File: config.mk
export PLATFORM = sky130hd
export DESIGN_NAME = top_n_insertion_sorter_core_flat
export DESIGN_NICKNAME = d
export VERILOG_FILES = /design/src/hdl/tnis_pkg.sv /design/src/hdl/tnis_if.sv /design/src/hdl/top_n_insertion_sorter_core.sv /design/src/flat_wrapper.sv
export VERILOG_INCLUDE_DIRS = /design/src /design/src/hdl
export SDC_FILE = /design/constraint.sdc
export NUM_CORES = 1
export LEC_CHECK = 0
export BUFFER_PORTS_ARGS = -buffer_cell sky130_fd_sc_hd__buf_2
export CORE_UTILIZATION = 50
export CTS_BUF_LIST = sky130_fd_sc_hd__clkbuf_16
export DETAILED_ROUTE_END_ITERATION = 6
export HOLD_SLACK_MARGIN = 0.1
export PLACE_DENSITY = 0.65
export SLEW_MARGIN = 20
export SYNTH_ARGS = -nofsm -noshare
export SYNTH_HDL_FRONTEND = slang
export SYNTH_SLANG_ARGS = --single-unit
File: constraint.sdc
create_clock -name clk -period 6.2 [get_ports clk]
set_input_delay 0.93 -clock clk [delete_from_list [all_inputs] [get_ports clk]]
set_output_delay 0.93 -clock clk [all_outputs]
set_load 0.1 [all_outputs]
File: src/hdl/top_n_insertion_sorter_core_defines.svh
// Assertion macros shared by the top-n insertion sorter RTL.
`ifndef TOP_N_INSERTION_SORTER_CORE_DEFINES_SVH
`define TOP_N_INSERTION_SORTER_CORE_DEFINES_SVH

// Same-cycle implication, sampled on clk and disabled while rst_n is low.
`define TNIS_ASSERT_IMP(label, ante, cons) \
  label: assert property (@(posedge clk) disable iff (!rst_n) (ante) |-> (cons)) \
    else $error("top_n_insertion_sorter_core: same-cycle check failed");

// Next-cycle implication, sampled on clk and disabled while rst_n is low.
`define TNIS_ASSERT_NXT(label, ante, cons) \
  label: assert property (@(posedge clk) disable iff (!rst_n) (ante) |=> (cons)) \
    else $error("top_n_insertion_sorter_core: next-cycle check failed");

`endif

File: src/hdl/tnis_pkg.sv
// Types and constants of the top-n insertion sorter.
`timescale 1ns / 1ps

package tnis_pkg;

  localparam int SAMPLE_W  = 16;
  localparam int OUT_SLOTS = 8;
  localparam int CNT_W     = 4;

  typedef logic [SAMPLE_W-1:0] sample_t;
  typedef logic [CNT_W-1:0]    count_t;

  localparam count_t COUNT_MAX = count_t'(15);

endpackage

File: src/hdl/tnis_if.sv
// Valid/ready channel interfaces of the top-n insertion sorter.
`timescale 1ns / 1ps

interface tnis_in_if;
  logic              valid;
  logic              ready;
  logic              new_record;
  tnis_pkg::sample_t sample;

  modport source (output valid, output new_record, output sample, input ready);
  modport sink   (input valid, input new_record, input sample, output ready);
endinterface

interface tnis_out_if;
  logic              valid;
  logic              ready;
  tnis_pkg::sample_t slot_0;
  tnis_pkg::sample_t slot_1;
  tnis_pkg::sample_t slot_2;
  tnis_pkg::sample_t slot_3;
  tnis_pkg::sample_t slot_4;
  tnis_pkg::sample_t slot_5;
  tnis_pkg::sample_t slot_6;
  tnis_pkg::sample_t slot_7;
  logic              list_full;

  modport source (output valid, output slot_0, output slot_1, output slot_2,
                  output slot_3, output slot_4, output slot_5, output slot_6,
                  output slot_7, output list_full, input ready);
  modport sink   (input valid, input slot_0, input slot_1, input slot_2,
                  input slot_3, input slot_4, input slot_5, input slot_6,
                  input slot_7, input list_full, output ready);
endinterface

File: src/hdl/top_n_insertion_sorter_core.sv
// Top-n insertion sorter: keeps the DEPTH largest samples of a record, sorted.
// Usage:
//   in_bus carries one beat per sample: new_record and a 16-bit sample.
//   out_bus carries one beat per input beat: the eight top slots, largest
//   first, after that sample was inserted, and list_full (the record holds
//   at least DEPTH samples). Slots at and beyond DEPTH read as zero.
//   A sample equal to a stored value lands above it; the smallest drops out.
//   new_record puts the sample in the top slot and zeroes all the others.
// Timing:
//   A beat is taken into the input register; once the result stage can
//   advance, the compare-and-shift of all slots in parallel feeds the slot
//   and result registers together, and the result shows on out_bus.
//   Throughput is one beat per cycle while out_bus.ready stays high.
// Reset (rst_n low, synchronous): slots and the item count clear to zero and
//   both stages empty; samples before the first record start are inserted
//   into the zeroed list.
// Stall: while out_bus.ready is low the result holds; one more beat is taken
//   into the input register, and then in_bus.ready drops until the result
//   is taken.
`timescale 1ns / 1ps

module top_n_insertion_sorter_core #(
  parameter int DEPTH = 8
) (
  input  logic              clk,
  input  logic              rst_n,
  tnis_in_if.sink           in_bus,
  tnis_out_if.source        out_bus
);

  `include "top_n_insertion_sorter_core_defines.svh"

  localparam int PAD_N = (DEPTH > tnis_pkg::OUT_SLOTS) ? DEPTH : tnis_pkg::OUT_SLOTS;

  // Input stage.
  logic              s1_valid_r;
  logic              s1_start_r;
  tnis_pkg::sample_t s1_sample_r;

  // Sorted list and item count.
  tnis_pkg::sample_t slots_r   [DEPTH];
  tnis_pkg::sample_t slots_nxt [DEPTH];
  tnis_pkg::count_t  cnt_r;
  tnis_pkg::count_t  cnt_nxt;
  logic [DEPTH-1:0]  below;

  // Result stage.
  logic              out_valid_r;
  tnis_pkg::sample_t out_slots_r   [tnis_pkg::OUT_SLOTS];
  tnis_pkg::sample_t out_slots_nxt [tnis_pkg::OUT_SLOTS];
  tnis_pkg::sample_t slots_pad [PAD_N];
  logic              out_full_r;

  logic in_fire;
  logic adv;
  logic mv;
  logic slots_sorted;

  assign adv          = !out_valid_r || out_bus.ready;
  assign mv           = s1_valid_r && adv;
  assign in_bus.ready = !s1_valid_r || adv;
  assign in_fire      = in_bus.valid && in_bus.ready;

  // Every slot compares against the new sample at once; each slot then
  // keeps its value, takes the sample or its upper neighbor, or is cleared by a record start.
  always_comb begin
    for (int i = 0; i < DEPTH; i++) begin
      below[i] = !s1_start_r && (slots_r[i] <= s1_sample_r);
    end
    slots_nxt[0] = (s1_start_r || below[0]) ? s1_sample_r : slots_r[0];
    for (int i = 1; i < DEPTH; i++) begin
      if (below[i]) begin
        slots_nxt[i] = below[i-1] ? slots_r[i-1] : s1_sample_r;
      end else begin
        slots_nxt[i] = s1_start_r ? '0 : slots_r[i];
      end
    end
  end

  always_comb begin
    if (s1_start_r) begin
      cnt_nxt = tnis_pkg::count_t'(1);
    end else if (cnt_r < tnis_pkg::COUNT_MAX) begin
      cnt_nxt = cnt_r + tnis_pkg::count_t'(1);
    end else begin
      cnt_nxt = cnt_r;
    end
  end

  always_comb begin
    for (int i = 0; i < PAD_N; i++) begin
      slots_pad[i] = '0;
    end
    for (int i = 0; i < DEPTH; i++) begin
      slots_pad[i] = slots_nxt[i];
    end
    for (int i = 0; i < tnis_pkg::OUT_SLOTS; i++) begin
      out_slots_nxt[i] = slots_pad[i];
    end
  end

  always_ff @(posedge clk) begin
    if (!rst_n) begin
      s1_valid_r <= 1'b0;
    end else if (in_bus.ready) begin
      s1_valid_r <= in_bus.valid;
    end
  end

  always_ff @(posedge clk) begin
    if (in_fire) begin
      s1_start_r  <= in_bus.new_record;
      s1_sample_r <= in_bus.sample;
    end
  end

  always_ff @(posedge clk) begin
    if (!rst_n) begin
      for (int i = 0; i < DEPTH; i++) begin
        slots_r[i] <= '0;
      end
      cnt_r <= '0;
    end else if (mv) begin
      slots_r <= slots_nxt;
      cnt_r   <= cnt_nxt;
    end
  end

  always_ff @(posedge clk) begin
    if (!rst_n) begin
      out_valid_r <= 1'b0;
    end else if (adv) begin
      out_valid_r <= s1_valid_r;
    end
  end

  always_ff @(posedge clk) begin
    if (mv) begin
      out_slots_r <= out_slots_nxt;
      out_full_r  <= (cnt_nxt >= tnis_pkg::count_t'(DEPTH));
    end
  end

  assign out_bus.valid     = out_valid_r;
  assign out_bus.slot_0    = out_slots_r[0];
  assign out_bus.slot_1    = out_slots_r[1];
  assign out_bus.slot_2    = out_slots_r[2];
  assign out_bus.slot_3    = out_slots_r[3];
  assign out_bus.slot_4    = out_slots_r[4];
  assign out_bus.slot_5    = out_slots_r[5];
  assign out_bus.slot_6    = out_slots_r[6];
  assign out_bus.slot_7    = out_slots_r[7];
  assign out_bus.list_full = out_full_r;

  always_comb begin
    slots_sorted = 1'b1;
    for (int i = 1; i < DEPTH; i++) begin
      if (slots_r[i] > slots_r[i-1]) begin
        slots_sorted = 1'b0;
      end
    end
  end

  // The stored list stays in descending order at all times.
  `TNIS_ASSERT_IMP(a_slots_sorted, 1'b1, slots_sorted)
  // An item leaving the input stage always shows up as a result next cycle.
  `TNIS_ASSERT_NXT(a_result_loaded, mv, out_valid_r)
  // Once an item has been processed the record count is never zero.
  `TNIS_ASSERT_NXT(a_count_nonzero, mv, cnt_r != '0)

endmodule

File: src/flat_wrapper.sv
// flat-port wrapper written by rule: the top's interface ports become plain ports
module top_n_insertion_sorter_core_flat 
#(
  parameter int DEPTH = 8
)
  (clk, rst_n, in_bus_valid, in_bus_new_record, in_bus_sample, in_bus_ready, out_bus_valid, out_bus_slot_0, out_bus_slot_1, out_bus_slot_2, out_bus_slot_3, out_bus_slot_4, out_bus_slot_5, out_bus_slot_6, out_bus_slot_7, out_bus_list_full, out_bus_ready);
  tnis_in_if in_bus_i ();
  tnis_out_if out_bus_i ();
  input  logic clk;
  input  logic rst_n;
  input wire logic [$bits(in_bus_i.valid)-1:0] in_bus_valid;
  input wire logic [$bits(in_bus_i.new_record)-1:0] in_bus_new_record;
  input wire logic [$bits(in_bus_i.sample)-1:0] in_bus_sample;
  output wire logic [$bits(in_bus_i.ready)-1:0] in_bus_ready;
  output wire logic [$bits(out_bus_i.valid)-1:0] out_bus_valid;
  output wire logic [$bits(out_bus_i.slot_0)-1:0] out_bus_slot_0;
  output wire logic [$bits(out_bus_i.slot_1)-1:0] out_bus_slot_1;
  output wire logic [$bits(out_bus_i.slot_2)-1:0] out_bus_slot_2;
  output wire logic [$bits(out_bus_i.slot_3)-1:0] out_bus_slot_3;
  output wire logic [$bits(out_bus_i.slot_4)-1:0] out_bus_slot_4;
  output wire logic [$bits(out_bus_i.slot_5)-1:0] out_bus_slot_5;
  output wire logic [$bits(out_bus_i.slot_6)-1:0] out_bus_slot_6;
  output wire logic [$bits(out_bus_i.slot_7)-1:0] out_bus_slot_7;
  output wire logic [$bits(out_bus_i.list_full)-1:0] out_bus_list_full;
  input wire logic [$bits(out_bus_i.ready)-1:0] out_bus_ready;
  assign in_bus_i.valid = in_bus_valid;
  assign in_bus_i.new_record = in_bus_new_record;
  assign in_bus_i.sample = in_bus_sample;
  assign in_bus_ready = in_bus_i.ready;
  assign out_bus_valid = out_bus_i.valid;
  assign out_bus_slot_0 = out_bus_i.slot_0;
  assign out_bus_slot_1 = out_bus_i.slot_1;
  assign out_bus_slot_2 = out_bus_i.slot_2;
  assign out_bus_slot_3 = out_bus_i.slot_3;
  assign out_bus_slot_4 = out_bus_i.slot_4;
  assign out_bus_slot_5 = out_bus_i.slot_5;
  assign out_bus_slot_6 = out_bus_i.slot_6;
  assign out_bus_slot_7 = out_bus_i.slot_7;
  assign out_bus_list_full = out_bus_i.list_full;
  assign out_bus_i.ready = out_bus_ready;
  top_n_insertion_sorter_core #(.DEPTH(DEPTH)) u_core (.clk(clk), .rst_n(rst_n), .in_bus(in_bus_i), .out_bus(out_bus_i));
endmodule
* Yosys cells after proc, flatten, opt, wreduce, memory -nomap -nowiden
Index checks and enable logic that the tools add are counted.
** Storage, ports and cells
- Bits of input ports :: 21
- Register bits :: 280
** Cells by class
- Muxes and demuxes :: 24
- Order comparisons :: 10
- $add $sub $neg :: 1
- Reduce and logical (&&, ||, !) cells :: 16
** Operator list (count)
- $mux 16 :: 22
- $le 16x16->1 :: 8
- $logic_and 1x1->1 :: 10
- $mux 4 :: 2
- $add 4x1->4 const B :: 1
- $ge 4x4->1 const B :: 1
- $lt 4x4->1 const B :: 1
- $logic_not 1->1 :: 3
- $logic_or 1x1->1 :: 3

* Logic depth before layout (Yosys ltp)
- Word-level depth :: 4
- Mapped depth :: 13

* Worst setup path after synthesis
Ideal clock, no wire load.
- Path type :: input-to-reg
- Start point :: in out_bus_ready
- End point :: reg u_core.slots_r[113] (netlist bit)
- Path buffers :: 1
- Required time :: 6.070 ns
- Setup time :: 0.130 ns
- Slack :: 1.314 ns
- Stages on the path :: 7
- Arrival :: 4.756 ns
- Path through :: nor2b_1 > nand2b_1 > inv_1 > o21ai_1 > clkbuf_1 > nand3_1 > o21ai_0
** On the way
- Word-level cells in the longest chain between the ends :: 2
** RTL lines
- from (decl) :: RTL line flat_wrapper.sv:25 : input wire logic [$bits(out_bus_i.ready)-1:0] out_bus_ready;
- $logic_or 1x1->1 :: RTL line top_n_insertion_sorter_core.sv:59 : assign adv = !out_valid_r || out_bus.ready;
- $logic_and 1x1->1 :: RTL line top_n_insertion_sorter_core.sv:60 : assign mv = s1_valid_r && adv;
- named net u_core.mv :: RTL line top_n_insertion_sorter_core.sv:56 : logic mv;
- to (signal assigned) :: RTL line top_n_insertion_sorter_core.sv:124 : slots_r <= slots_nxt;
- to (decl) :: RTL line top_n_insertion_sorter_core.sv:41 : tnis_pkg::sample_t slots_r [DEPTH];
The timed path passes the listed nets, and every way through them passes these cells.
A chain may end at the register's enable or synchronous reset.

==> impl_results.md <==
* Status: finished, final reports clean
* Leak Pwr at approximately 7 nW
* P per Cell Area at 273 nW/um^2
* WHS Path Cells at 2
* CP startpoint kind: flop
* M1 GR Usage at between 40 and 50%
* Post-synth ARST share at 0%
* Final period util at about four fifths
* Ys Warns at 0
* Sequential area share after synthesis at roughly 46%
* Clock Skews at approximately 0.017 ns
* Hpwl dp at roughly 34 mm
* Sink of the worst hold path: u_core.slots_r[13]
* Max-slew violation count at 0
* Worst-path clk slew at 0.07 ns
* Reg-to-reg critical path startpoint: u_core.s1_sample_r[12]
* Mapped Avg Cell Area at approximately 9.5 um^2
* Largest net degree at the start of global routing at a little over 80
* Psw at about 0.0014 W
* Slew @ Worst Pin at ~1.0 ns
* Tmin final at 4.86 ns
* Routed wire length at 49.3 mm
* Setup_tns at 0 ns
* Post-DRT Antenna Nets at 0
* Root Buffer: clkbuf_16
* Mapped Area at 15200 um^2
* Share of cells above drive strength 1 at ~15%
* Slew headroom at 28.2%
* First-pass GRT wire length at 72.7 mm
* R2R Path End: u_core.out_bus.slot_3[7]
* Synth Flop Type: edfxtp_1
* Cell total after placement at a little over 2000
* Vias/cell at between 6 and 7
* Gr busiest metal: met1
* HP Start: u_core.slots_r[13]
* EDFF count, synth at 146
* Worst R2R Setup Slack at roughly 1.3 ns
* Seq pwr share at ~44%
* Cts repair resizes at 0
* Vias in the first global route at 11800
* Max stage delay on crit path at 0.87 ns
* GPL Wtd Cong at between 0.9 and 1
* HP Class: reg2reg
* Setup repair bufs after CTS at 0
* H-tree Lvls at 1
* Area grow syn2layout at 13.6%
* R2R depth at 10
* Gr usage total at 31.1%
* Via count at 13200
* Cell taking the most area after synthesis: edfxtp_1
* Yosys top cell area share at 28.8%
* Synth top area cells: edfxtp_1 29%, dfxtp_1 18%, ha_1 11%
* IO Count at 152
* Initial antenna violation count at 0
* Chip Width at 176 um
* WS Path Type: reg2reg
* Clk buf depth at 3
* RSZ-0062 raised after global routing: no
* NumNets Final at about 1800
* FP Rows at 63
* GRT met3 Usage at slightly below 5%
* Gr ovfl total at 0
* DIE HEIGHT at approximately 180 um
* CTS tree: yes
* Critical Path RT at about 6.5 ns
* Die area at ~31000 um^2
* Cell variety after synth at just over 60
* FF+latch count, synth at 280
* VDD IR max at 0.206 mV
* Max cap viols at 0
* Initial drt markers at 1478
* Num CTS Buffers at 30
* WP data arrival at 5.20 ns
* Worst setup EP type: flop
* Max Clk Rate at 206 MHz
* Initial Util at between 50% and 60%
* Slowest cell on the critical path: edfxtp_1
* Combinational group share of total power at between 10% and 20%
* Clock network power share at 41.6%
* Met2 Usage GRT at 45.1%
* Switch share at roughly 29%
* Fin. Hold Viols at 0
* Pre-Repair DR Iteration Count at 6
* Post-DP Area at around 16000 um^2
* Pint at between 0.003 and 0.004 W
* Syn nets at 1749
* Crit path max fanout at 31
* CP Cell Sequence: inv_1 -> ha_1 -> nand4_1 -> nor3_1 -> or3_1 -> a2111oi_4 -> or2_2 -> buf_4 -> a21oi_1 -> a211oi_1
* Fin area at 17300 um^2
* Post-cts hold buffer count at 0
* Wirelength per Cell at between 20 and 25 um
* Core area at 29800 um^2
* Post-synthesis cell count at around 1600
* # setup viols final at 0
* Final Non-Filler Cells at between 2000 and 2500
* Clk Latency, worst-skew pair at ~0.57 ns
* I/O Buffers at approximately 150
* DRC at 0
* Diodes inserted at 0
* CTS Sinks at 280
-- power groups by stage --
stage               sequential [W]  clock [W]  combinational, W
finish                     0.00209    0.00197          0.000675
CTS                        0.00209    0.00198          0.000668
detailed placement         0.00212          0          0.000666
global placement           0.00212          0          0.000660
global route               0.00209    0.00206          0.000712
floorplan                  0.00235          0          0.000263
-- layer usage --
layer | vias up | wire [um]
li1 | 6112 | -
met1 | 6304 | 21600
met2 | 716 | 20800
met3 | 104 | 5340
met4 | 0 | 1570
met5 | - | 0
-- flip-flops by register name (all words and copies together), names as in the netlist --
name,flops
u_core.out_bus.slot_4,16
u_core.out_bus.slot_2,16
u_core.out_bus.slot_1,16
u_core.out_bus.slot_6,16
u_core.out_bus.slot_5,16
u_core.slots_r,128
u_core.s1_valid_r,1
u_core.out_bus.slot_0,16
u_core.s1_start_r,1
u_core.cnt_r,4
u_core.out_bus.slot_7,16
u_core.s1_sample_r,16
u_core.out_bus.valid,1
u_core.out_bus.list_full,1
u_core.out_bus.slot_3,16
-- critical path, delay by kind of cell, from the launching register on --
family                     cells  cell delay (ns)
adders and majority gates      1             0.45
buffers and inverters          2             1.00
AOI/OAI and AO/OA              3             1.26
DFF                            1             0.87
and+or+nand+nor                4             1.03
-- synthesized netlist by cell type (18+ instances only) --
cell type  count
nor2_1       192
nand2_1      178
edfxtp_1     146
dfxtp_1      134
ha_1         129
a21oi_1      114
o21ai_0      107
a211oi_1      84
clkbuf_1      75
mux2i_1       65
inv_1         49
nor3_1        32
nand3_1       28
o22ai_1       26
nand4_1       23
buf_2         22
o32ai_1       22
o31ai_1       18
-- cells in the final DEF, fill, tap and decap left out, types with 7 or more instances in the layout --
| cell type | instances |
|---|---|
| nand2_1 | 178 |
| a32o_1 | 8 |
| o2bb2ai_1 | 10 |
| nor2b_1 | 15 |
| a31oi_1 | 9 |
| buf_2 | 151 |
| mux2i_1 | 65 |
| a211oi_1 | 84 |
| ha_1 | 129 |
| a21oi_1 | 114 |
| a211oi_2 | 10 |
| nor3_1 | 32 |
| nor4_1 | 8 |
| bufinv_16 | 7 |
| o22ai_1 | 26 |
| a21o_1 | 7 |
| clkbuf_16 | 31 |
| o31ai_1 | 17 |
| nand3_1 | 28 |
| inv_1 | 51 |
| o21ai_0 | 107 |
| edfxtp_1 | 146 |
| dfxtp_1 | 134 |
| buf_4 | 28 |
| nand4_1 | 23 |
| o32ai_1 | 22 |
| nor2_1 | 190 |
| o211ai_1 | 8 |
| and2_1 | 7 |
-- final cells by class --
| cell class | count | area, um^2 |
|---|---|---|
| clock buffers | 31 | 776 |
| clock inverters | 25 | 307 |
| fillers | 2629 | 12500 |
| inverters | 50 | 190 |
| multi-input cells | 1156 | 7500 |
| flip-flops and latches | 280 | 7070 |
| well taps | 390 | 488 |
| repair buffers | 179 | 966 |
-- through the flow --
step | setup slack (ns) | power, W | hold WS (ns) | utilization [%]
after global routing | 1.17 | 0.00486 | 0.502 | 58.1
after global placement | 1.69 | 0.00278 | 0.464 | 54.4
after floorplan | 1.31 | 0.00262 | 0.447 | -
after detailed placement | 1.53 | 0.00279 | 0.473 | 54.4
final | 1.34 | 0.00473 | 0.486 | 58.1
after CTS | 1.49 | 0.00473 | 0.484 | 58.0
-- cell families (layout without fill, tap and decap cells) --
family | Yosys count | count (layout) | share of synthesized area [%]
simple gates | 498 | 498 | 14.0
compound gates | 463 | 463 | 20.0
flops | 280 | 280 | 46.4
buf+inv | 163 | 285 | 4.53
fa+ha+maj | 129 | 129 | 10.6
mux | 66 | 66 | 4.35
-- how the worst max path moves through the flow --
stage | slack [ns] | end | cells after the start | from
finish | 1.34 | u_core.out_bus.slot_3[7] | 10 | u_core.s1_sample_r[12]
global route | 1.17 | u_core.out_bus.slot_3[4] | 10 | u_core.s1_sample_r[12]
global placement | 1.69 | u_core.out_bus.slot_3[7] | 10 | u_core.s1_sample_r[14]
CTS | 1.49 | u_core.out_bus.slot_3[4] | 10 | u_core.s1_sample_r[14]
floorplan | 1.31 | u_core.slots_r[113] | 7 | out_bus_ready
detailed placement | 1.53 | u_core.out_bus.slot_3[0] | 10 | u_core.s1_sample_r[12]
Power figures use the tool's default switching activity.
